## config.mk

```make
export PLATFORM = sky130hd
export DESIGN_NAME = cvr_front_flat
export DESIGN_NICKNAME = d
export VERILOG_FILES = /design/src/rtl/coverage_run_length_core_defines.svh /design/src/rtl/cvr_pkg.sv /design/src/rtl/cvr_if.sv /design/src/rtl/cvr_front.sv /design/src/flat_wrapper.sv
export SDC_FILE = /design/constraint.sdc
export NUM_CORES = 1
export LEC_CHECK = 0
export BUFFER_PORTS_ARGS = -buffer_cell sky130_fd_sc_hd__buf_2
export CAP_MARGIN = 10
export CORE_MARGIN = 3
export CORE_UTILIZATION = 52
export CTS_CLUSTER_DIAMETER = 150
export DETAILED_ROUTE_END_ITERATION = 8
export PLACE_DENSITY = 0.86
export SLEW_MARGIN = 20
export SYNTH_ARGS = -nofsm -noshare
export SYNTH_HDL_FRONTEND = slang
export SYNTH_SLANG_ARGS = --single-unit
```

## constraint.sdc

```tcl
create_clock -name clk -period 5.6 [get_ports clk]
set_clock_uncertainty 0.15 [all_clocks]
set_input_delay 0.28 -clock clk [delete_from_list [all_inputs] [get_ports clk]]
set_output_delay 0.28 -clock clk [all_outputs]
set_load 0.02 [all_outputs]
```

## src/rtl/coverage_run_length_core_defines.svh

```systemverilog
// Assertion helpers shared by the coverage run-length RTL.
`ifndef COVERAGE_RUN_LENGTH_CORE_DEFINES_SVH
`define COVERAGE_RUN_LENGTH_CORE_DEFINES_SVH

// Property that must hold at every clock edge outside reset.
`define CVR_ASSERT_HOLDS(lbl, clk_s, rstn_s, prop, msg) \
  lbl: assert property (@(posedge clk_s) disable iff (!rstn_s) prop) \
    else $error(msg);

// Condition that must never be seen outside reset.
`define CVR_ASSERT_NEVER(lbl, clk_s, rstn_s, cond, msg) \
  lbl: assert property (@(posedge clk_s) disable iff (!rstn_s) !(cond)) \
    else $error(msg);

`endif

```

## src/rtl/cvr_pkg.sv

```systemverilog
`timescale 1ns / 1ps
package cvr_pkg;

  // Fixed field widths of the channels
  localparam int POS_W   = 17;
  localparam int START_W = 16;
  localparam int VAL_W   = 16;

  // Defaults for the top-level parameters
  localparam int MAX_POSITIONS_DEF = 65536;
  localparam int COUNT_BITS_DEF    = 16;

  // chrom_size after reset
  localparam logic [POS_W-1:0] CHROM_SIZE_RST = 17'h10000;

  // Command queue between front and back
  localparam int QUEUE_DEPTH = 2;

  // Classified command: fetch, or add over [lo, hi) with hi already clamped
  typedef struct packed {
    logic               fetch;
    logic [START_W-1:0] lo;
    logic [POS_W-1:0]   hi;
  } cvr_cmd_t;

endpackage

```

## src/rtl/cvr_if.sv

```systemverilog
`timescale 1ns / 1ps

// Input item channel
interface cvr_item_if;
  logic                        valid;
  logic                        ready;
  logic                        func;
  logic [cvr_pkg::START_W-1:0] interval_start;
  logic [cvr_pkg::POS_W-1:0]   interval_end;

  modport source (output valid, func, interval_start, interval_end, input ready);
  modport sink   (input valid, func, interval_start, interval_end, output ready);
endinterface


```

## src/rtl/cvr_front.sv

```systemverilog
`timescale 1ns / 1ps
module cvr_front (
  input  logic                      clk,
  input  logic                      rst_n,
  cvr_item_if.sink                  in_ch,
  input  logic [cvr_pkg::POS_W-1:0] act_size,
  input  logic                      clearing,
  input  logic                      q_full,
  output logic                      q_push,
  output cvr_pkg::cvr_cmd_t         q_cmd
);

  logic                      cmd_vld_r, cmd_vld_nxt;
  cvr_pkg::cvr_cmd_t         cmd_r, cmd_nxt;
  logic                      take;
  logic                      keep;
  logic [cvr_pkg::POS_W-1:0] hi_clamp;

  // Hold off while the store is being cleared or the stage cannot drain
  assign in_ch.ready = !clearing && (!cmd_vld_r || !q_full);
  assign take        = in_ch.valid && in_ch.ready;

  // Clamp the interval end to the active size; empty adds are dropped here
  assign hi_clamp = (in_ch.interval_end > act_size) ? act_size : in_ch.interval_end;
  assign keep     = in_ch.func ||
                    (hi_clamp > cvr_pkg::POS_W'(in_ch.interval_start));

  assign q_push = cmd_vld_r && !q_full;
  assign q_cmd  = cmd_r;

  always_comb begin
    cmd_vld_nxt = cmd_vld_r;
    cmd_nxt     = cmd_r;
    if (q_push) begin
      cmd_vld_nxt = 1'b0;
    end
    if (take) begin
      cmd_vld_nxt   = keep;
      cmd_nxt.fetch = in_ch.func;
      cmd_nxt.lo    = in_ch.interval_start;
      cmd_nxt.hi    = hi_clamp;
    end
  end

  always_ff @(posedge clk) begin
    cmd_r <= cmd_nxt;
    if (!rst_n) begin
      cmd_vld_r <= 1'b0;
    end else begin
      cmd_vld_r <= cmd_vld_nxt;
    end
  end

endmodule

```

## src/flat_wrapper.sv

```systemverilog
// flat-port wrapper written by rule: the top's interface ports become plain ports
module cvr_front_flat 
  (clk, rst_n, act_size, clearing, q_full, q_push, q_cmd, in_ch_valid, in_ch_func, in_ch_interval_start, in_ch_interval_end, in_ch_ready);
  cvr_item_if in_ch_i ();
  input  logic clk;
  input  logic rst_n;
  input  logic [cvr_pkg::POS_W-1:0] act_size;
  input  logic clearing;
  input  logic q_full;
  output logic q_push;
  output cvr_pkg::cvr_cmd_t q_cmd;
  input wire logic [$bits(in_ch_i.valid)-1:0] in_ch_valid;
  input wire logic [$bits(in_ch_i.func)-1:0] in_ch_func;
  input wire logic [$bits(in_ch_i.interval_start)-1:0] in_ch_interval_start;
  input wire logic [$bits(in_ch_i.interval_end)-1:0] in_ch_interval_end;
  output wire logic [$bits(in_ch_i.ready)-1:0] in_ch_ready;
  assign in_ch_i.valid = in_ch_valid;
  assign in_ch_i.func = in_ch_func;
  assign in_ch_i.interval_start = in_ch_interval_start;
  assign in_ch_i.interval_end = in_ch_interval_end;
  assign in_ch_ready = in_ch_i.ready;
  cvr_front u_core (.clk(clk), .rst_n(rst_n), .in_ch(in_ch_i), .act_size(act_size), .clearing(clearing), .q_full(q_full), .q_push(q_push), .q_cmd(q_cmd));
endmodule
```

=== Word level (Yosys, flattened, before mapping) ===
Index checks and enable logic that the tools add are counted.

* Magnitude comparators: 2
* Muxes and demuxes: 3
* Reduce and logical (&&, ||, !) cells: 9

{| class="wikitable"
|+ Operators with widths
! cell !! count
|-
| 17-bit by 16-bit greater-than comparator with 1-bit output || 1
|-
| 17-bit greater-than comparator || 1
|-
| 17-bit two-way mux || 1
|-
| 1-bit logical AND || 3
|-
| 1-bit zero test || 3
|-
| 1-bit logical OR || 2
|-
| 1-bit two-way mux || 2
|-
| 2-bit nonzero test || 1
|}

* Flip-flop bits (word level): 35
* Bits of input ports: 56
* Output and inout bits: 36
* Word-level logic and storage cells: 18

=== Longest topological paths before layout ===
* Depth in word-level cells: 5
* Mapped depth: 16
* Mapped depth without buffers: 15

=== Least setup slack after synthesis ===
Ideal clock, no wire load.

* Path kind: input to register
* Start point: input port act_size[4] (netlist name)
* End point: register u_core.cmd_vld_r
* Setup time: 0.122 ns
* Data arrival time: 3.191 ns
* Data required time: 5.328 ns
* Setup slack: 2.137 ns
* Stages on the path: 14
* Buffers on the path: 1
* Cell sequence: inv_1 > ha_1 > a21oi_2 > o21ai_1 > a2111oi_2 > o31ai_2 > nand2_2 > buf_6 > mux2_4 > ha_1 > a21o_1 > a2111oi_0 > a21oi_1 > o311a_1

* Longest elaborated chain between the ends: 5

{| class="wikitable"
|+ Ends and longest elaborated chain
! what !! RTL line !! RTL
|-
| start, declared || flat_wrapper.sv:7 || <nowiki>input logic [cvr_pkg::POS_W-1:0] act_size;</nowiki>
|-
| 17-bit greater-than comparator || cvr_front.sv:24 || <nowiki>assign hi_clamp = (in_ch.interval_end > act_size) ? act_size : in_ch.interval_end;</nowiki>
|-
| 17-bit two-way mux || cvr_front.sv:24 ||
|-
| via u_core.hi_clamp, one bit || cvr_front.sv:17 || <nowiki>logic [cvr_pkg::POS_W-1:0] hi_clamp;</nowiki>
|-
| 17-bit by 16-bit greater-than comparator with 1-bit output || cvr_front.sv:26 || <nowiki>(hi_clamp > cvr_pkg::POS_W'(in_ch.interval_start));</nowiki>
|-
| 1-bit logical OR || cvr_front.sv:25 || <nowiki>assign keep = in_ch.func ||</nowiki>
|-
| 1-bit two-way mux || cvr_front.sv:37 || <nowiki>if (take) begin</nowiki>
|-
| end signal, assigned || cvr_front.sv:50 || <nowiki>cmd_vld_r <= cmd_vld_nxt;</nowiki>
|-
| end, declared || cvr_front.sv:13 || <nowiki>logic cmd_vld_r, cmd_vld_nxt;</nowiki>
|}

The timed path passes the listed nets, and every way through them passes these cells.
A chain may end at the register's enable or synchronous reset.

=== Final worst setup path ===
* Start point: input port act_size[12] (netlist name)
* End point: register u_core.cmd_vld_r

The elaborated chain is that of the path after synthesis.

==> results.json <==
{
  "drt-initial-drc-count": 142,
  "clock_path_buffers": 2,
  "period_minus_slack_ns": 3.80,
  "wl_um": 4990,
  "grt_pass1_vias": 1691,
  "syn_inst": 177,
  "areaGrowthSynthToFinish_pct": 27.1,
  "startpoint_type": "input pin",
  "tightest_slew_ns": 0.492,
  "slew_violations": 0,
  "endpoint_kind": "flop",
  "cp.required_ns": 5.63,
  "die_width_um": 70.7,
  "overflow": 0,
  "drc_errors": 0,
  "synth_warnings": 0,
  "worstHoldPathType": "input pin to flop",
  "fin_util_pct": 71.7,
  "cts.sinks": 35,
  "syn-num-nets": 266,
  "grt.total_usage_pct": 20.4,
  "slowest_delay_ns": 0.42,
  "yosysSeqAreaShare_pct": 47.9,
  "rrSetupSlack_ns": 4.09,
  "p_leak_nw": 1.39,
  "worstPathCellList": "buf_2 > inv_1 > ha_1 > a21oi_1 > o21ai_0 > a221oi_1 > o31ai_2 > nand2_2 > mux2_2 > ha_1 > a211oi_1 > nor2_1 > o41ai_1 > a21oi_1 > o311a_1",
  "cts_resized": 0,
  "timing.fmax_ghz": 0.263,
  "rows": 22,
  "cts_tree": "built",
  "max_slew_margin_pct": 67.1,
  "avgSynthCellArea_um2": 12.3,
  "grt_setup_unrepaired": "false",
  "grt_pass1_wl_um": 7910,
  "dpl-instance-area_um2": 2690,
  "antenna_cells": 0,
  "hold_buffers": 0,
  "placed_cells": 316,
  "insertion_delay_ns": 0.29,
  "synth_area_um2": 2170,
  "hold_viol_final": 0,
  "vias": 1700,
  "ys_types": 32,
  "post-cts-setup-buffers": 0,
  "antenna_found_initial": 0,
  "hpwl_um": 4110,
  "first_pass_iters": 4,
  "arrival_ns": 3.83,
  "htree_num_levels": 2,
  "final_cells": 323,
  "finalSetupViolations": 0,
  "status": "finished, final reports clean",
  "critPathKind": "input pin to flop",
  "portBuffers": 91,
  "cts_root_buffer": "clkbuf_8",
  "setup_tns_ns": 0,
  "clk_transition_reported_paths_ns": 0.07,
  "cpMaxStageDelayCell": "mux2_2",
  "period_share_pct": 67.9,
  "p_total_mw": 0.650,
  "die_y_um": 70.7,
  "core_um2": 3850,
  "design_area_um2": 2760,
  "gp_congestion": 0.889,
  "ir_worst_vdd_mv": 0.0960,
  "grt_max_degree": 35,
  "routedWlPerCell_um": 15.5,
  "initial_core_util_pct": 56.4,
  "ant_nets": 0,
  "p_per_area_nw_per_um2": 235,
  "cp_max_fo": 17,
  "viasPerCell": 5.26,
  "final_nets": 364,
  "ys_ff_latch": 35,
  "dieArea_um2": 4990,
  "ioPinCount": 92,
  "drive_gt1_share_pct": 44.0,
  "cts_buffers": 5,
  "max-cap-violations": 0
}
cell usage in the layout (no fill, tap or decap), types with 2 or more instances in the layout:
cell type,instances
nor2_1,4
o21ai_0,5
nand3_1,5
ha_1,33
buf_2,91
a21o_1,2
nand4_1,7
mux2_4,10
edfxtp_1,34
a211oi_1,2
inv_1,34
mux2_2,7
a21oi_1,10
clkbuf_8,5
nand2_1,5
flip-flops by register name, summed over array words and instances, names as in the netlist:
name / cells
u_core.q_cmd: 34
u_core.cmd_vld_r: 1
path summary, 6_finish.rpt:
check	cells after the start	endpoint	from
worst min-delay path	1	u_core.q_cmd[33]	in_ch_func
worst max-delay path	15	u_core.cmd_vld_r	act_size[12]
worst max register to register	3	u_core.q_cmd[5]	u_core.cmd_vld_r
worst min register to register	3	u_core.cmd_vld_r	u_core.cmd_vld_r
through the flow:
stage,hold WS (ns),setup WS [ns]
2_1_floorplan,0.229,2.14
3_3_place_gp,0.322,1.66
5_1_grt,0.0296,1.52
4_1_cts,0.0277,1.82
3_5_place_dp,0.324,1.57
6_report,0.0268,1.80
metal layers:
| layer | GRT usage (%) | vias up | wire (um) |
|---|---|---|---|
| li1 | - | 843 | - |
| met1 | 25.0 | 779 | 2100 |
| met2 | 34.4 | 63 | 2430 |
| met3 | 4.40 | 15 | 299 |
| met4 | 9.81 | 0 | 166 |
| met5 | 0 | - | 0 |
layout make-up:
class | count | area, um2
fillers | 281 | 1090
well taps | 48 | 60.1
flip-flops and latches | 35 | 1040
clock inverters | 2 | 8.76
inverters | 34 | 128
repair buffers | 92 | 463
multi-input cells | 107 | 993
clock buffers | 5 | 68.8
critical path: cells and delay by family:
family | cells | cell delay (ns)
mux | 1 | 0.42
fa+ha+maj | 2 | 0.61
buf+inv | 2 | 0.13
simple gates | 2 | 0.50
compound gates | 8 | 1.87
power by group:
group          internal (mW)  leakage (nW)  switching, mW  total [mW]
Clock                 0.0827        0.0414         0.0890       0.172
Combinational         0.0753          1.02         0.0942       0.170
Sequential             0.305         0.326        0.00342       0.309
synth_stat cells:
library cell / instances / share of area [%]
nor2b_1: 1 / 0.29
a21oi_1: 10 / 2.3
a221oi_1: 1 / 0.40
edfxtp_1: 34 / 47
a21oi_2: 1 / 0.40
mux2_2: 7 / 3.6
o31ai_2: 1 / 0.58
nand3_1: 5 / 1.2
and2_1: 1 / 0.29
and4_2: 1 / 0.46
nor2_1: 4 / 0.69
a2111oi_2: 1 / 0.69
buf_6: 1 / 0.52
o311a_1: 1 / 0.46
nand2b_1: 1 / 0.29
mux2i_1: 1 / 0.46
a211oi_1: 2 / 0.69
inv_1: 34 / 5.9
nand2_2: 1 / 0.29
o21ai_0: 5 / 1.2
nor4_1: 1 / 0.29
nand4_1: 7 / 2.0
nor3_1: 1 / 0.23
o41ai_1: 1 / 0.40
nor3_2: 1 / 0.46
a21o_1: 2 / 0.69
o21ai_1: 1 / 0.23
ha_1: 33 / 19
nand2_1: 5 / 0.86
dfxtp_1: 1 / 0.92
mux2_4: 10 / 6.9
a2111oi_0: 1 / 0.40
logic make-up after synthesis:
kind of cell | share of synthesized area (%)
fa+ha+maj | 19.0
mux | 11.0
buf+inv | 6.39
compound gates | 8.40
simple gates | 7.31
flops | 47.9
Power figures use the tool's default switching activity.
