### src/rtl/coverage_run_length_core_defines.svh
// Assertion helpers shared by the coverage run-length RTL.
`ifndef COVERAGE_RUN_LENGTH_CORE_DEFINES_SVH
`define COVERAGE_RUN_LENGTH_CORE_DEFINES_SVH

// Property that must hold at every clock edge outside reset.
`define CVR_ASSERT_HOLDS(lbl, clk_s, rstn_s, prop, msg) \
  lbl: assert property (@(posedge clk_s) disable iff (!rstn_s) prop) \
    else $error(msg);

// Condition that must never be seen outside reset.
`define CVR_ASSERT_NEVER(lbl, clk_s, rstn_s, cond, msg) \
  lbl: assert property (@(posedge clk_s) disable iff (!rstn_s) !(cond)) \
    else $error(msg);

`endif

### src/rtl/cvr_pkg.sv
`timescale 1ns / 1ps
package cvr_pkg;

  // Fixed field widths of the channels
  localparam int POS_W   = 17;
  localparam int START_W = 16;
  localparam int VAL_W   = 16;

  // Defaults for the top-level parameters
  localparam int MAX_POSITIONS_DEF = 65536;
  localparam int COUNT_BITS_DEF    = 16;

  // chrom_size after reset
  localparam logic [POS_W-1:0] CHROM_SIZE_RST = 17'h10000;

  // Command queue between front and back
  localparam int QUEUE_DEPTH = 2;

  // Classified command: fetch, or add over [lo, hi) with hi already clamped
  typedef struct packed {
    logic               fetch;
    logic [START_W-1:0] lo;
    logic [POS_W-1:0]   hi;
  } cvr_cmd_t;

endpackage

### src/rtl/cvr_queue.sv
`timescale 1ns / 1ps
`include "coverage_run_length_core_defines.svh"
module cvr_queue (
  input  logic              clk,
  input  logic              rst_n,
  input  logic              push,
  input  cvr_pkg::cvr_cmd_t push_cmd,
  output logic              full,
  input  logic              pop,
  output cvr_pkg::cvr_cmd_t pop_cmd,
  output logic              empty
);

  localparam int QA_W  = (cvr_pkg::QUEUE_DEPTH > 1) ? $clog2(cvr_pkg::QUEUE_DEPTH) : 1;
  localparam int CNT_W = $clog2(cvr_pkg::QUEUE_DEPTH + 1);

  cvr_pkg::cvr_cmd_t slot_r [cvr_pkg::QUEUE_DEPTH];
  logic [QA_W-1:0]   wr_ptr_r, wr_ptr_nxt;
  logic [QA_W-1:0]   rd_ptr_r, rd_ptr_nxt;
  logic [CNT_W-1:0]  cnt_r, cnt_nxt;

  function automatic logic [QA_W-1:0] ptr_inc(input logic [QA_W-1:0] p);
    ptr_inc = (p == QA_W'(cvr_pkg::QUEUE_DEPTH - 1)) ? '0 : p + 1'b1;
  endfunction

  assign full    = (cnt_r == CNT_W'(cvr_pkg::QUEUE_DEPTH));
  assign empty   = (cnt_r == '0);
  assign pop_cmd = slot_r[rd_ptr_r];

  // Pointer and fill-count update
  always_comb begin
    wr_ptr_nxt = push ? ptr_inc(wr_ptr_r) : wr_ptr_r;
    rd_ptr_nxt = pop ? ptr_inc(rd_ptr_r) : rd_ptr_r;
    case ({push, pop})
      2'b10:   cnt_nxt = cnt_r + 1'b1;
      2'b01:   cnt_nxt = cnt_r - 1'b1;
      default: cnt_nxt = cnt_r;
    endcase
  end

  always_ff @(posedge clk) begin
    if (push) begin
      slot_r[wr_ptr_r] <= push_cmd;
    end
  end

  always_ff @(posedge clk) begin
    if (!rst_n) begin
      wr_ptr_r <= '0;
      rd_ptr_r <= '0;
      cnt_r    <= '0;
    end else begin
      wr_ptr_r <= wr_ptr_nxt;
      rd_ptr_r <= rd_ptr_nxt;
      cnt_r    <= cnt_nxt;
    end
  end

  `CVR_ASSERT_NEVER(a_no_push_full, clk, rst_n, push && full, "command pushed into full queue")
  `CVR_ASSERT_NEVER(a_no_pop_empty, clk, rst_n, pop && empty, "command popped from empty queue")

endmodule

### config.mk
export PLATFORM = sky130hd
export DESIGN_NAME = cvr_queue
export DESIGN_NICKNAME = d
export VERILOG_FILES = /design/src/rtl/cvr_pkg.sv /design/src/rtl/cvr_queue.sv
export VERILOG_INCLUDE_DIRS = /design/src /design/src/rtl
export SDC_FILE = /design/constraint.sdc
export NUM_CORES = 1
export LEC_CHECK = 0
export BUFFER_PORTS_ARGS = -buffer_cell sky130_fd_sc_hd__buf_2
export CAP_MARGIN = 20
export CORE_MARGIN = 2
export CORE_UTILIZATION = 30
export CTS_CLUSTER_DIAMETER = 80
export DETAILED_ROUTE_END_ITERATION = 10
export PLACE_DENSITY = 0.54
export SLEW_MARGIN = 20
export SYNTH_ARGS = -nofsm -noshare
export SYNTH_HDL_FRONTEND = slang
export SYNTH_SLANG_ARGS = --single-unit
### constraint.sdc
create_clock -name clk -period 2.05 [get_ports clk]
set_input_delay 0 -clock clk [delete_from_list [all_inputs] [get_ports clk]]
set_output_delay 0 -clock clk [all_outputs]
set_load 0.05 [all_outputs]
### Yosys cells after proc, flatten, opt, wreduce, memory -nomap -nowiden

Memories as Yosys holds them, arrays and structs flattened. A register that Yosys moved wholly into a read port is not among the register bits.
Cells that the tools add are included.

* logic and storage cells: 20
* memory bits (writable): 68
* memories kept: 1
* input port bits: 38
* flip-flop bits (word level): 4
* output and inout bits: 36

Memory list
* slot_r: depth 2, width 34, rd ports 1, clocked after Yosys merged registers in 1, wr ports 1, line cvr_queue.sv:17 `cvr_pkg::cvr_cmd_t slot_r [cvr_pkg::QUEUE_DEPTH];`

* add/sub/neg operators: 4
* reduce and logical (&&, ||, !) cells: 2
* mux-type cells: 7
* equal/unequal tests: 3

Operators with widths (number)
* 1-bit 2-to-1 mux: 6
* 2-bit == test (second input constant): 2
* 2-bit one-hot mux with 2 select lines: 1
* 1-bit adder (second input constant): 2
* 2-bit by 1-bit adder with 2-bit output (second input constant): 1
* 2-bit by 1-bit == test with 1-bit output (second input constant): 1
* 2-bit logical NOT: 1
* 2-bit nonzero test: 1
* 2-bit by 1-bit subtractor with 2-bit output (second input constant): 1

### Logic depth before layout (Yosys ltp)

Gate-level depths: netlist of the first run.

* word-level depth: 4
* mapped depth: 5
* mapped depth without buffers: 5

### Worst setup path before layout of the first run

Ideal clock, no wire load.

* path type: register to register
* start: reg wr_ptr_r
* end: mem slot_r[0][0] (netlist bit), enable pin
* path slack: -0.155 ns
* period minus slack after synthesis: 2.205 ns
* required time: 1.623 ns
* buffers on the path: 0
* arrival time: 1.778 ns
* stages on the path, launching flop included: 2
* setup time: 0.427 ns
* cells stage by stage: dfxtp_1 -> nor2_1

RTL lines
* start: declaration: line cvr_queue.sv:18 `logic [QA_W-1:0] wr_ptr_r, wr_ptr_nxt;`
* start signal: assignment: line cvr_queue.sv:53 `wr_ptr_r <= wr_ptr_nxt;`
* end: declaration: line cvr_queue.sv:17

Straight into the memory's write port.

==> flow_summary.html, run 1 <==
<table>
<tr><th>Metric</th><th>Value</th></tr>
<tr><th colspan="2">CTS</th></tr>
<tr><td>Setup Buffers After CTS</td><td>0</td></tr>
<tr><td>Total of hold buffers inserted after clock tree synthesis</td><td>37</td></tr>
<tr><td>Clk buf depth</td><td>2</td></tr>
<tr><td>Clock Tree Root</td><td>sky130_fd_sc_hd__clkbuf_8</td></tr>
<tr><td>Number of buffers created by CTS</td><td>9</td></tr>
<tr><td>Number of H-tree branching levels</td><td>3</td></tr>
<tr><td>Clock transition at the registers of the reported paths</td><td>0.07 ns</td></tr>
<tr><td>TritonCTS clock tree</td><td>built</td></tr>
<tr><td>TritonCTS sink count</td><td>73</td></tr>
<tr><td>Post-CTS sizing</td><td>0</td></tr>
<tr><td>Clock latency of the later-clocked register in the worst-skew pair</td><td>between 0.3 and 0.4 ns</td></tr>
<tr><th colspan="2">Finish</th></tr>
<tr><td>Share of final-layout standard cells stronger than drive strength 1</td><td>about half</td></tr>
<tr><td>Final non-filler cell total</td><td>between 300 and 400</td></tr>
<tr><td>Commonest cells after routing, fill and taps aside</td><td>sky130_fd_sc_hd__buf_2, sky130_fd_sc_hd__edfxtp_1, sky130_fd_sc_hd__dlygate4sd3_1, sky130_fd_sc_hd__mux2_2, sky130_fd_sc_hd__clkbuf_8</td></tr>
<tr><td>Final layout net count</td><td>between 200 and 300</td></tr>
<tr><td>Fillers</td><td>800</td></tr>
<tr><td>Diodes inserted</td><td>0</td></tr>
<tr><td>Most common library cell in the layout ignoring fill and taps</td><td>sky130_fd_sc_hd__buf_2</td></tr>
<tr><td>Area growth from synthesis to layout</td><td>43.1%</td></tr>
<tr><th colspan="2">Placed design</th></tr>
<tr><td>Sum of net half-perimeters after detailed placement</td><td>around 3200 um</td></tr>
<tr><td>Port bufs</td><td>73</td></tr>
<tr><td>Placed Instances</td><td>around 300</td></tr>
<tr><td>Worst slack after detailed placement</td><td>roughly 0.65 ns</td></tr>
<tr><td>Final GP Congestion</td><td>approximately 0.63</td></tr>
<tr><th colspan="2">Critical path</th></tr>
<tr><td>Signal arrival time at the worst endpoint</td><td>about 1.7 ns</td></tr>
<tr><td>Worst Setup Start Kind</td><td>register</td></tr>
<tr><td>Biggest fanout along the worst timing path</td><td>20</td></tr>
<tr><td>Crit path kind</td><td>reg2out</td></tr>
<tr><td>Critical Path RT</td><td>2.05 ns</td></tr>
<tr><td>Sort of element at the end of the critical path</td><td>primary output</td></tr>
<tr><th colspan="2">Routing</th></tr>
<tr><td>Total detailed-routing wirelength</td><td>roughly 5100 um</td></tr>
<tr><td>Number of antenna-violating nets in the routed design</td><td>0</td></tr>
<tr><td>Drc violations</td><td>0</td></tr>
<tr><td>Detailed-route via count</td><td>1536</td></tr>
<tr><td>First-pass iteration count of the detailed router</td><td>2</td></tr>
<tr><td>Detail-routed net length per standard cell</td><td>about 14 um</td></tr>
<tr><td>Starting DRT DRC Count</td><td>18</td></tr>
<tr><td>Average vias per placed instance</td><td>between 4 and 5</td></tr>
<tr><th colspan="2">Timing</th></tr>
<tr><td>Highest attainable clock frequency</td><td>581 MHz</td></tr>
<tr><td>Worst setup slack after layout</td><td>around 0.33 ns</td></tr>
<tr><td>Worst slew slack as a fraction of its limit</td><td>73.4%</td></tr>
<tr><td>Post-route clock skew</td><td>around 0.0076 ns</td></tr>
<tr><td>Max-slew violation count</td><td>0</td></tr>
<tr><td>Final Hold Violating Endpoints</td><td>0</td></tr>
<tr><td>Post-layout minimum cycle time</td><td>1.72 ns</td></tr>
<tr><td>Final TNS setup</td><td>0 ns</td></tr>
<tr><td>Slew at the pin with the worst max-slew slack</td><td>between 0.3 and 0.4 ns</td></tr>
<tr><td>Setup violations, final</td><td>0</td></tr>
<tr><td>Hold WS</td><td>between 0.3 and 0.4 ns</td></tr>
<tr><td>Share of the clock period used by the worst path after layout</td><td>83.9%</td></tr>
<tr><td>Setup repair after global routing missed its margin</td><td>false</td></tr>
<tr><th colspan="2">Power and ir drop</th></tr>
<tr><td>Net switching power</td><td>roughly 950 uW</td></tr>
<tr><td>Power Density</td><td>971 mW/mm^2</td></tr>
<tr><td>Combinational power share</td><td>approximately 17%</td></tr>
<tr><td>Leak Pwr</td><td>0.00145 uW</td></tr>
<tr><td>VDD IR max</td><td>around 0.5 mV</td></tr>
<tr><td>Fraction of power consumed by sequential logic</td><td>a little under half</td></tr>
<tr><td>Clock power frac</td><td>between 30% and 40%</td></tr>
<tr><td>Sw frac</td><td>around a quarter</td></tr>
<tr><td>Internal power consumption</td><td>between 2000 and 3000 uW</td></tr>
<tr><th colspan="2">Synth</th></tr>
<tr><td>Synthesized flop and latch total</td><td>73</td></tr>
<tr><td>Seq/Total Area, Yosys</td><td>between 80% and 90%</td></tr>
<tr><td>Number of warnings printed during yosys synthesis</td><td>0</td></tr>
<tr><td>Mean area per synthesized cell</td><td>around 21 um^2</td></tr>
<tr><td>Cell variety after synth</td><td>16</td></tr>
<tr><td>Net count of the mapped netlist</td><td>167</td></tr>
<tr><td>Synthesized instance count</td><td>128</td></tr>
<tr><td>Cell Area, Synth</td><td>0.00266 mm^2</td></tr>
<tr><th colspan="2">Floorplan</th></tr>
<tr><td>FP Rows</td><td>34</td></tr>
<tr><td>Starting density of the core</td><td>between 30% and 40%</td></tr>
<tr><td>Width of the die</td><td>a little under 100 um</td></tr>
<tr><td>Die ar.</td><td>just under 0.01 mm^2</td></tr>
<tr><td>Height of the chip</td><td>~98 um</td></tr>
<tr><td>Placeable core region</td><td>~0.0087 mm^2</td></tr>
<tr><td>Num ports</td><td>74</td></tr>
<tr><th colspan="2">Global routing</th></tr>
<tr><td>Met1 usage</td><td>13.3%</td></tr>
<tr><td>Routing usage on met2</td><td>17.4%</td></tr>
<tr><td>Antenna violations before repair</td><td>0</td></tr>
<tr><td>Total GRT Usage</td><td>11.1%</td></tr>
<tr><td>Grt met3 use</td><td>between 3 and 4%</td></tr>
<tr><td>Busiest grt layer</td><td>met2</td></tr>
<tr><td>Vias in the first global route</td><td>1705</td></tr>
<tr><td>First-pass GRT wire length</td><td>around 8000 um</td></tr>
<tr><td>Total gr overflow</td><td>0</td></tr>
<tr><td>Maximum number of pins on one net before global-route repair</td><td>35</td></tr>
<tr><th colspan="2">Min path</th></tr>
<tr><td>Hold crit path type</td><td>in2reg</td></tr>
<tr><th colspan="2">Run status</th></tr>
<tr><td>Outcome</td><td>finished, final reports clean</td></tr>
<tr><th colspan="2">Flow run</th></tr>
<tr><td>MaxCap Viol Count</td><td>0</td></tr>
</table>
synth_stat cells:
master,instances,area share (%)
sky130_fd_sc_hd__edfxtp_1,68,77
sky130_fd_sc_hd__nor2_1,2,0.28
sky130_fd_sc_hd__and2_1,4,0.94
sky130_fd_sc_hd__xnor2_1,2,0.66
sky130_fd_sc_hd__a21boi_1,1,0.28
sky130_fd_sc_hd__buf_2,4,0.75
sky130_fd_sc_hd__nor2b_1,1,0.24
sky130_fd_sc_hd__inv_1,1,0.14
sky130_fd_sc_hd__dfxtp_1,5,3.8
sky130_fd_sc_hd__xor2_1,1,0.33
sky130_fd_sc_hd__or3_1,1,0.24
sky130_fd_sc_hd__mux2_2,34,14
sky130_fd_sc_hd__ha_1,1,0.47
sky130_fd_sc_hd__o21ai_0,1,0.19
sky130_fd_sc_hd__o21a_1,1,0.28
sky130_fd_sc_hd__and2b_2,1,0.33
routing by layer:
layer  up-vias  share of wire (%)
met5         -                  0
met4         0                1.7
met3         8                6.6
met2        52                 49
met1       744                 43
li1        732                  -
power groups by stage:
stage | Clock, uW | Combinational (uW) | Sequential (uW)
2_1_floorplan | 0 | 437 | 1770
3_3_place_gp | 0 | 581 | 1780
3_5_place_dp | 0 | 584 | 1780
4_1_cts | 1370 | 640 | 1750
5_1_grt | 1430 | 670 | 1760
6_report | 1320 | 630 | 1750
worst paths after layout:
path,from,end,slack (ns),depth (start not counted)
setup / recovery,register,pop_cmd[21],0.33,3
hold / removal,push_cmd[5],slot_r[1][5]$_DFFE_PP_,0.39,2
setup reg to reg,wr_ptr_r$_SDFFE_PN0P_,slot_r[1][14]$_DFFE_PP_,0.93,2
hold reg to reg,cnt_r[1]$_SDFFE_PN0P_,cnt_r[1]$_SDFFE_PN0P_,0.51,2
flip-flops by register name, summed over array words and instances, names as in the netlist, named ones only:
register  flops
wr_ptr_r      1
rd_ptr_r      1
slot_r       68
cnt_r         2
metrics by stage:
stage	total power (uW)	cell area, um^2	util (%)
final	3700	3810	43.9
after global routing	3860	3810	43.9
after CTS	3760	3810	43.9
after detailed placement	2370	3210	37.0
after global placement	2360	3210	37.0
after floorplan	2200	2660	-
cell families after synthesis:
group / after synthesis / share of synthesized area (%)
AO/OA/AOI/OAI: 3 / 0.752
XOR/XNOR: 3 / 0.987
adder cells (fa/ha/maj): 1 / 0.470
buffers and inverters: 5 / 0.893
flip-flops: 73 / 80.5
multiplexers: 34 / 14.4
AND/OR/NAND/NOR: 9 / 2.02
critical path, stage by stage, from the launching register on:
cell and delay (ns):
sky130_fd_sc_hd__dfxtp_2 0.58, sky130_fd_sc_hd__buf_12 0.23, sky130_fd_sc_hd__mux2_2 0.37, sky130_fd_sc_hd__buf_2 0.21
cell type report:
cell class                 instances  area [um^2]  area share (%)
clock inverter                     5          104            2.73
inverter                           1         3.75          0.0986
clock buffer                      10          128            3.35
timing repair buffer             114          791            20.8
multi-input combinational         50          504            13.2
sequential                        73         2140            56.3
tap                              108          135            3.55
No activity file was read; power rests on OpenSTA's default activity.
==> inputs of run 2 (changes only) <==
==> constraint.sdc (replaced) <==
create_clock -name clk -period 1.4 [get_ports clk]
set_input_delay 0 -clock clk [delete_from_list [all_inputs] [get_ports clk]]
set_output_delay 0 -clock clk [all_outputs]
set_load 0.05 [all_outputs]
==> flow_summary.html, run 2 (synthesized netlist as in run 1, its figures left out) <==
<table>
<tr><th>Metric</th><th>Value</th></tr>
<tr><th colspan="2">Finish</th></tr>
<tr><td>Final non-filler cell total</td><td>367</td></tr>
<tr><td>Share of final-layout standard cells stronger than drive strength 1</td><td>between 50% and 60%</td></tr>
<tr><td>Most common library cell in the layout ignoring fill and taps</td><td>sky130_fd_sc_hd__edfxtp_1</td></tr>
<tr><td>Commonest cells after routing, fill and taps aside</td><td>sky130_fd_sc_hd__edfxtp_1, sky130_fd_sc_hd__buf_2, sky130_fd_sc_hd__dlygate4sd3_1, sky130_fd_sc_hd__buf_6, sky130_fd_sc_hd__mux2_2</td></tr>
<tr><td>Registers with the most flip-flops</td><td>slot_r x68, cnt_r x2</td></tr>
<tr><td>Final layout net count</td><td>292</td></tr>
<tr><td>Number of flip-flops in the largest register</td><td>68</td></tr>
<tr><td>Register containing the most flip-flops in the final layout</td><td>slot_r</td></tr>
<tr><td>Area growth from synthesis to layout</td><td>54.4%</td></tr>
<tr><th colspan="2">Critical path</th></tr>
<tr><td>Launch instance of the worst register-to-register path</td><td>wr_ptr_r$_SDFFE_PN0P_</td></tr>
<tr><td>Number of buffer and inverter instances along the worst setup path</td><td>2</td></tr>
<tr><td>Worst Setup Start Kind</td><td>register</td></tr>
<tr><td>Signal arrival time at the worst endpoint</td><td>1.42 ns</td></tr>
<tr><td>R2r endpoint</td><td>slot_r[1][23]$_DFFE_PP_</td></tr>
<tr><td>Critical Path RT</td><td>1.40 ns</td></tr>
<tr><td>Cell family with the largest share of critical-path delay</td><td>flip-flops</td></tr>
<tr><td>Sort of element at the end of the critical path</td><td>primary output</td></tr>
<tr><td>Cells along the critical path</td><td>buf_12 -&gt; mux2_2 -&gt; buf_6</td></tr>
<tr><td>Crit path depth</td><td>3</td></tr>
<tr><td>Crit path kind</td><td>reg2out</td></tr>
<tr><td>Worst R2R Path Depth</td><td>2</td></tr>
<tr><td>Setup slack on the worst flop-to-flop path</td><td>0.32 ns</td></tr>
<tr><td>Biggest fanout along the worst timing path</td><td>16</td></tr>
<tr><td>Capture point of the worst path</td><td>pop_cmd[13]</td></tr>
<tr><td>Slowest cell delay on critical path</td><td>roughly 0.40 ns</td></tr>
<tr><td>Standard cell with the maximum stage delay on the critical path</td><td>sky130_fd_sc_hd__dfxtp_4</td></tr>
<tr><th colspan="2">CTS</th></tr>
<tr><td>Clock latency of the later-clocked register in the worst-skew pair</td><td>around 0.34 ns</td></tr>
<tr><td>TritonCTS sink count</td><td>73</td></tr>
<tr><td>TritonCTS clock tree</td><td>built</td></tr>
<tr><td>Number of H-tree branching levels</td><td>3</td></tr>
<tr><td>Number of buffers created by CTS</td><td>9</td></tr>
<tr><td>Clk buf depth</td><td>2</td></tr>
<tr><td>Clock transition at the registers of the reported paths</td><td>~0.080 ns</td></tr>
<tr><td>Clock Tree Root</td><td>sky130_fd_sc_hd__clkbuf_8</td></tr>
<tr><th colspan="2">Timing</th></tr>
<tr><td>Highest attainable clock frequency</td><td>between 700 and 800 MHz</td></tr>
<tr><td>Share of the clock period used by the worst path after layout</td><td>101%</td></tr>
<tr><td>Post-route clock skew</td><td>0.00856 ns</td></tr>
<tr><td>Post-layout minimum cycle time</td><td>between 1 and 1.5 ns</td></tr>
<tr><td>Max-slew violation count</td><td>0</td></tr>
<tr><td>Worst slew slack as a fraction of its limit</td><td>between 80% and 90%</td></tr>
<tr><td>Setup violations, final</td><td>21</td></tr>
<tr><td>Final TNS setup</td><td>-0.129 ns</td></tr>
<tr><td>Final Hold Violating Endpoints</td><td>0</td></tr>
<tr><td>Slew at the pin with the worst max-slew slack</td><td>0.250 ns</td></tr>
<tr><td>Worst setup slack after layout</td><td>-0.0153 ns</td></tr>
<tr><td>Setup repair after global routing missed its margin</td><td>true</td></tr>
<tr><th colspan="2">Power and ir drop</th></tr>
<tr><td>Power Density</td><td>1360 mW/mm^2</td></tr>
<tr><td>VDD IR max</td><td>0.788 mV</td></tr>
<tr><td>Design Power</td><td>5580 uW</td></tr>
<tr><td>Leak Pwr</td><td>~0.0016 uW</td></tr>
<tr><th colspan="2">Routing</th></tr>
<tr><td>First-pass iteration count of the detailed router</td><td>3</td></tr>
<tr><td>Number of antenna-violating nets in the routed design</td><td>0</td></tr>
<tr><td>Average vias per placed instance</td><td>4.17</td></tr>
<tr><td>Total detailed-routing wirelength</td><td>5110 um</td></tr>
<tr><td>Detailed-route via count</td><td>roughly 1500</td></tr>
<tr><td>Drc violations</td><td>0</td></tr>
<tr><td>Detail-routed net length per standard cell</td><td>approximately 14 um</td></tr>
<tr><td>Starting DRT DRC Count</td><td>42</td></tr>
<tr><th colspan="2">Run status</th></tr>
<tr><td>Outcome</td><td>finished, violations left</td></tr>
<tr><td>Violations in the final reports</td><td>negative setup slack</td></tr>
<tr><th colspan="2">Global routing</th></tr>
<tr><td>Maximum number of pins on one net before global-route repair</td><td>19</td></tr>
<tr><td>Vias in the first global route</td><td>~1800</td></tr>
<tr><td>First-pass GRT wire length</td><td>approximately 8400 um</td></tr>
<tr><td>Total GRT Usage</td><td>11.6%</td></tr>
<tr><td>Antenna violations before repair</td><td>1</td></tr>
<tr><td>Total gr overflow</td><td>0</td></tr>
<tr><th colspan="2">Floorplan</th></tr>
<tr><td>Placeable core region</td><td>between 0.008 and 0.009 mm^2</td></tr>
<tr><td>Starting density of the core</td><td>a little under a third</td></tr>
<tr><td>FP Rows</td><td>34</td></tr>
<tr><td>Width of the die</td><td>roughly 100 um</td></tr>
<tr><td>Num ports</td><td>74</td></tr>
<tr><td>Die ar.</td><td>~0.0096 mm^2</td></tr>
<tr><td>Height of the chip</td><td>around 98 um</td></tr>
<tr><th colspan="2">Placed design</th></tr>
<tr><td>Sum of net half-perimeters after detailed placement</td><td>3210 um</td></tr>
<tr><td>Worst slack after detailed placement</td><td>between 0.15 and 0.2 ns</td></tr>
<tr><td>Final GP Congestion</td><td>0.665</td></tr>
<tr><td>Placed Instances</td><td>a little over 300</td></tr>
<tr><td>Port bufs</td><td>73</td></tr>
<tr><th colspan="2">Flow run</th></tr>
<tr><td>MaxCap Viol Count</td><td>0</td></tr>
<tr><th colspan="2">Min path</th></tr>
<tr><td>Hold crit path type</td><td>in2reg</td></tr>
<tr><td>Startpoint of the tightest hold check path</td><td>push_cmd[14]</td></tr>
</table>
-- run 2: cell count changes in the layout (fill, tap and decap cells not counted), sizes merged --
cell	delta
diode	+1
clkinv	+1
clkinvlp	+1
buf	+4
inv	-1
-- run 2: worst reg2reg max path, cell delays in order, from the launching register on --
cell and delay (ns):
sky130_fd_sc_hd__dfxtp_1 0.38, sky130_fd_sc_hd__and2_2 0.22, sky130_fd_sc_hd__buf_12 0.18
-- run 2: how the worst min path moves through the flow --
stage | endpoint | depth (start not counted) | slack, ns
2_1_floorplan | slot_r[0][0]$_DFFE_PP_ | 0 | 0.1
3_3_place_gp | slot_r[1][25]$_DFFE_PP_ | 1 | 0.19
3_5_place_dp | slot_r[0][33]$_DFFE_PP_ | 1 | 0.19
4_1_cts | slot_r[1][4]$_DFFE_PP_ | 2 | 0.36
5_1_grt | slot_r[1][4]$_DFFE_PP_ | 2 | 0.36
6_report | slot_r[0][14]$_DFFE_PP_ | 2 | 0.38
-- run 2: cell type report --
class,count,area [um^2]
clock buffer,10,128
timing repair buffer,118,1060
tap,108,135
multi-input combinational,50,523
antenna,1,2.50
fill,776,4570
clock inverter,6,106
sequential,73,2150
inverter,1,3.75
-- run 2: stage by stage --
step,area (um^2),util (%),hold slack [ns]
6_report,4110,47.3,0.382
5_1_grt,4110,47.3,0.360
4_1_cts,4090,47.1,0.357
3_5_place_dp,3260,37.6,0.192
3_3_place_gp,3260,37.6,0.188
2_1_floorplan,2670,-,0.0989
-- run 2: layer usage --
metal  track usage [%]  part of all wire [%]
met2              19.2                    51
met3              3.94                   5.8
met5                 0                     0
met4              6.64                   2.3
met1              13.2                    41
-- run 2: power by group --
part | leakage, uW | internal [uW] | switching, uW
Combinational | 0.000770 | 484 | 633
Sequential | 0.000680 | 2510 | 38.9
Clock | 0.000114 | 1180 | 741
Total | 0.00156 | 4170 | 1410
-- run 2: what timing repair did --
| item | in CTS | in global routing |
|---|---|---|
| resized for setup | 67 | 5 |
| setup endpoints to repair | 34 | 33 |
| pin swaps | 0 | 0 |
| buffers inserted | 2 | 0 |
| hold buffers | 37 | 0 |
| endpoints found under the hold margin | 73 | 0 |
==> inputs of run 3 (changes only) <==
--- a/config.mk
+++ b/config.mk
@@ -8,10 +8,12 @@
 export LEC_CHECK = 0
 export BUFFER_PORTS_ARGS = -buffer_cell sky130_fd_sc_hd__buf_2
 export CAP_MARGIN = 20
+export CORE_ASPECT_RATIO = 1.5
 export CORE_MARGIN = 2
 export CORE_UTILIZATION = 30
 export CTS_CLUSTER_DIAMETER = 80
 export DETAILED_ROUTE_END_ITERATION = 10
+export HOLD_SLACK_MARGIN = 0.1
 export PLACE_DENSITY = 0.54
 export SLEW_MARGIN = 20
 export SYNTH_ARGS = -nofsm -noshare
==> constraint.sdc (replaced) <==
create_clock -name clk -period 1.3 [get_ports clk]
set_input_delay 0 -clock clk [delete_from_list [all_inputs] [get_ports clk]]
set_output_delay 0 -clock clk [all_outputs]
set_load 0.05 [all_outputs]
==> flow_summary.html, run 3 (synthesized netlist as in run 1, its figures left out) <==
<table>
<tr><th>Metric</th><th>Value</th></tr>
<tr><th colspan="2">Power and ir drop</th></tr>
<tr><td>Internal power consumption</td><td>~4500 uW</td></tr>
<tr><td>Combinational power share</td><td>about 20%</td></tr>
<tr><td>Clock power frac</td><td>34.6%</td></tr>
<tr><td>Power Density</td><td>around 1500 mW/mm^2</td></tr>
<tr><td>Leak Pwr</td><td>between 0.0015 and 0.002 uW</td></tr>
<tr><td>Design Power</td><td>6080 uW</td></tr>
<tr><td>Fraction of power consumed by sequential logic</td><td>45.3%</td></tr>
<tr><td>VDD IR max</td><td>about 0.83 mV</td></tr>
<tr><td>Sw frac</td><td>between 20 and 30%</td></tr>
<tr><td>Net switching power</td><td>roughly 1600 uW</td></tr>
<tr><th colspan="2">Critical path</th></tr>
<tr><td>Sort of element at the end of the critical path</td><td>primary output</td></tr>
<tr><td>Setup slack on the worst flop-to-flop path</td><td>0.23 ns</td></tr>
<tr><td>Crit path kind</td><td>reg2out</td></tr>
<tr><td>Worst R2R Path Depth</td><td>2</td></tr>
<tr><td>Worst Setup Start Kind</td><td>register</td></tr>
<tr><td>Critical Path RT</td><td>around 1.3 ns</td></tr>
<tr><td>R2r endpoint</td><td>slot_r[1][22]$_DFFE_PP_</td></tr>
<tr><td>Launch instance of the worst register-to-register path</td><td>wr_ptr_r$_SDFFE_PN0P_</td></tr>
<tr><td>Signal arrival time at the worst endpoint</td><td>between 1 and 1.5 ns</td></tr>
<tr><td>Biggest fanout along the worst timing path</td><td>15</td></tr>
<tr><th colspan="2">Routing</th></tr>
<tr><td>Drc violations</td><td>0</td></tr>
<tr><td>Detailed-route via count</td><td>~1600</td></tr>
<tr><td>Average vias per placed instance</td><td>between 4 and 5</td></tr>
<tr><td>Total detailed-routing wirelength</td><td>approximately 5300 um</td></tr>
<tr><td>Starting DRT DRC Count</td><td>59</td></tr>
<tr><td>Detail-routed net length per standard cell</td><td>roughly 14 um</td></tr>
<tr><td>First-pass iteration count of the detailed router</td><td>4</td></tr>
<tr><td>Number of antenna-violating nets in the routed design</td><td>0</td></tr>
<tr><th colspan="2">Run status</th></tr>
<tr><td>Violations in the final reports</td><td>negative setup slack</td></tr>
<tr><td>Outcome</td><td>finished, violations left</td></tr>
<tr><th colspan="2">Global routing</th></tr>
<tr><td>First-pass GRT wire length</td><td>8160 um</td></tr>
<tr><td>Maximum number of pins on one net before global-route repair</td><td>19</td></tr>
<tr><td>Antenna violations before repair</td><td>0</td></tr>
<tr><td>Total GRT Usage</td><td>a little under an eighth</td></tr>
<tr><td>Vias in the first global route</td><td>1697</td></tr>
<tr><td>Total gr overflow</td><td>0</td></tr>
<tr><th colspan="2">Timing</th></tr>
<tr><td>Post-layout minimum cycle time</td><td>roughly 1.4 ns</td></tr>
<tr><td>Slew at the pin with the worst max-slew slack</td><td>0.249 ns</td></tr>
<tr><td>Max-slew violation count</td><td>0</td></tr>
<tr><td>Worst setup slack after layout</td><td>-0.110 ns</td></tr>
<tr><td>Share of the clock period used by the worst path after layout</td><td>108%</td></tr>
<tr><td>Hold WS</td><td>approximately 0.4 ns</td></tr>
<tr><td>Worst slew slack as a fraction of its limit</td><td>a little over four fifths</td></tr>
<tr><td>Highest attainable clock frequency</td><td>between 700 and 800 MHz</td></tr>
<tr><td>Setup repair after global routing missed its margin</td><td>true</td></tr>
<tr><td>Final Hold Violating Endpoints</td><td>0</td></tr>
<tr><td>Post-route clock skew</td><td>~0.0035 ns</td></tr>
<tr><td>Setup violations, final</td><td>31</td></tr>
<tr><th colspan="2">Min path</th></tr>
<tr><td>Number of instances on the worst hold path</td><td>2</td></tr>
<tr><td>Worst min-delay path endpoint</td><td>slot_r[0][32]$_DFFE_PP_</td></tr>
<tr><td>Startpoint of the tightest hold check path</td><td>push_cmd[32]</td></tr>
<tr><td>Hold crit path type</td><td>in2reg</td></tr>
<tr><th colspan="2">Finish</th></tr>
<tr><td>Number of flip-flops in the largest register</td><td>a little under 70</td></tr>
<tr><td>Fillers</td><td>795</td></tr>
<tr><td>Final layout net count</td><td>between 200 and 300</td></tr>
<tr><td>Registers with the most flip-flops</td><td>slot_r x68, cnt_r x2</td></tr>
<tr><td>Commonest cells after routing, fill and taps aside</td><td>sky130_fd_sc_hd__edfxtp_1, sky130_fd_sc_hd__buf_2, sky130_fd_sc_hd__dlygate4sd3_1, sky130_fd_sc_hd__buf_6, sky130_fd_sc_hd__mux2_2</td></tr>
<tr><td>Diodes inserted</td><td>0</td></tr>
<tr><td>Register containing the most flip-flops in the final layout</td><td>slot_r</td></tr>
<tr><td>Share of final-layout standard cells stronger than drive strength 1</td><td>between 50% and 60%</td></tr>
<tr><td>Most common library cell in the layout ignoring fill and taps</td><td>sky130_fd_sc_hd__edfxtp_1</td></tr>
<tr><td>Area growth from synthesis to layout</td><td>56.1%</td></tr>
<tr><td>Finished Core Util</td><td>47.6%</td></tr>
<tr><th colspan="2">Placed design</th></tr>
<tr><td>Sum of net half-perimeters after detailed placement</td><td>3300 um</td></tr>
<tr><td>Final GP Congestion</td><td>approximately 0.66</td></tr>
<tr><td>Port bufs</td><td>73</td></tr>
<tr><td>Worst slack after detailed placement</td><td>about 0.14 ns</td></tr>
<tr><th colspan="2">Flow run</th></tr>
<tr><td>MaxCap Viol Count</td><td>0</td></tr>
<tr><th colspan="2">Floorplan</th></tr>
<tr><td>Starting density of the core</td><td>~30%</td></tr>
<tr><td>Width of the die</td><td>80.9 um</td></tr>
<tr><td>Num ports</td><td>74</td></tr>
<tr><td>Die ar.</td><td>around 0.0097 mm^2</td></tr>
<tr><td>Height of the chip</td><td>approximately 120 um</td></tr>
<tr><td>FP Rows</td><td>42</td></tr>
<tr><td>Placeable core region</td><td>0.00872 mm^2</td></tr>
<tr><th colspan="2">CTS</th></tr>
<tr><td>Number of H-tree branching levels</td><td>3</td></tr>
<tr><td>TritonCTS sink count</td><td>73</td></tr>
<tr><td>Clock Tree Root</td><td>sky130_fd_sc_hd__clkbuf_16</td></tr>
<tr><td>Number of buffers created by CTS</td><td>9</td></tr>
<tr><td>Clock transition at the registers of the reported paths</td><td>0.05 ns</td></tr>
<tr><td>Clk buf depth</td><td>2</td></tr>
<tr><td>Clock latency of the later-clocked register in the worst-skew pair</td><td>0.33 ns</td></tr>
<tr><td>TritonCTS clock tree</td><td>built</td></tr>
</table>
## run 3: power groups by stage
stage | combinational [uW] | clock (uW) | sequential (uW)
floorplan | 691 | 0 | 2780
global placement | 956 | 0 | 2800
detailed placement | 961 | 0 | 2800
CTS | 1200 | 2200 | 2760
global route | 1280 | 2300 | 2770
finish | 1220 | 2100 | 2760
## run 3: worst max-delay path: stages, from the launching register on
cell and delay, ns:
sky130_fd_sc_hd__dfxtp_4 0.39, sky130_fd_sc_hd__buf_12 0.17, sky130_fd_sc_hd__mux2_2 0.35, sky130_fd_sc_hd__buf_6 0.15
## run 3: how the worst max path moves through the flow
stage,from,cells past startpoint,endpoint,slack (ns)
after floorplan,wr_ptr_r$_SDFFE_PN0P_,1,slot_r[1][0]$_DFFE_PP_,0.03
after global placement,register,3,pop_cmd[10],0.14
after detailed placement,register,3,pop_cmd[10],0.14
after CTS,register,3,pop_cmd[10],-0.14
after global routing,register,3,pop_cmd[15],-0.16
final,register,3,pop_cmd[17],-0.11
## run 3: layout make-up
class                      count  area [um^2]  area share [%]
multi-input combinational     50          554            13.3
inverter                       1         3.75          0.0904
tap                          110          138            3.31
clock inverter                 5         22.5           0.542
clock buffer                  11          233            5.60
sequential                    73         2150            51.7
timing repair buffer         116         1060            25.5
## run 3: timing repair
item	4_1_cts	5_1_grt
setup buffers	0	0
endpoints found under the hold margin	73	0
resized for setup	64	15
endpoints found under the setup margin	34	34
hold buffers	37	0
## run 3: stage by stage
stage                     instances  TNS, ns  cell area [um^2]
after floorplan                 128        0              2670
after detailed placement        313        0              3270
after global routing            366    -4.40              4150
after global placement          313        0              3270
after CTS                       366    -3.90              4100
final                           366    -2.80              4150
## run 3: per-layer routing
layer	part of all wire, %	routed length, um	vias up	global-route usage (%)
met5	0	0	-	0
met1	36	1920	765	11.7
li1	-	-	742	-
met3	2.9	155	12	3.48
met2	57	3030	38	21.0
met4	3.3	173	0	7.84
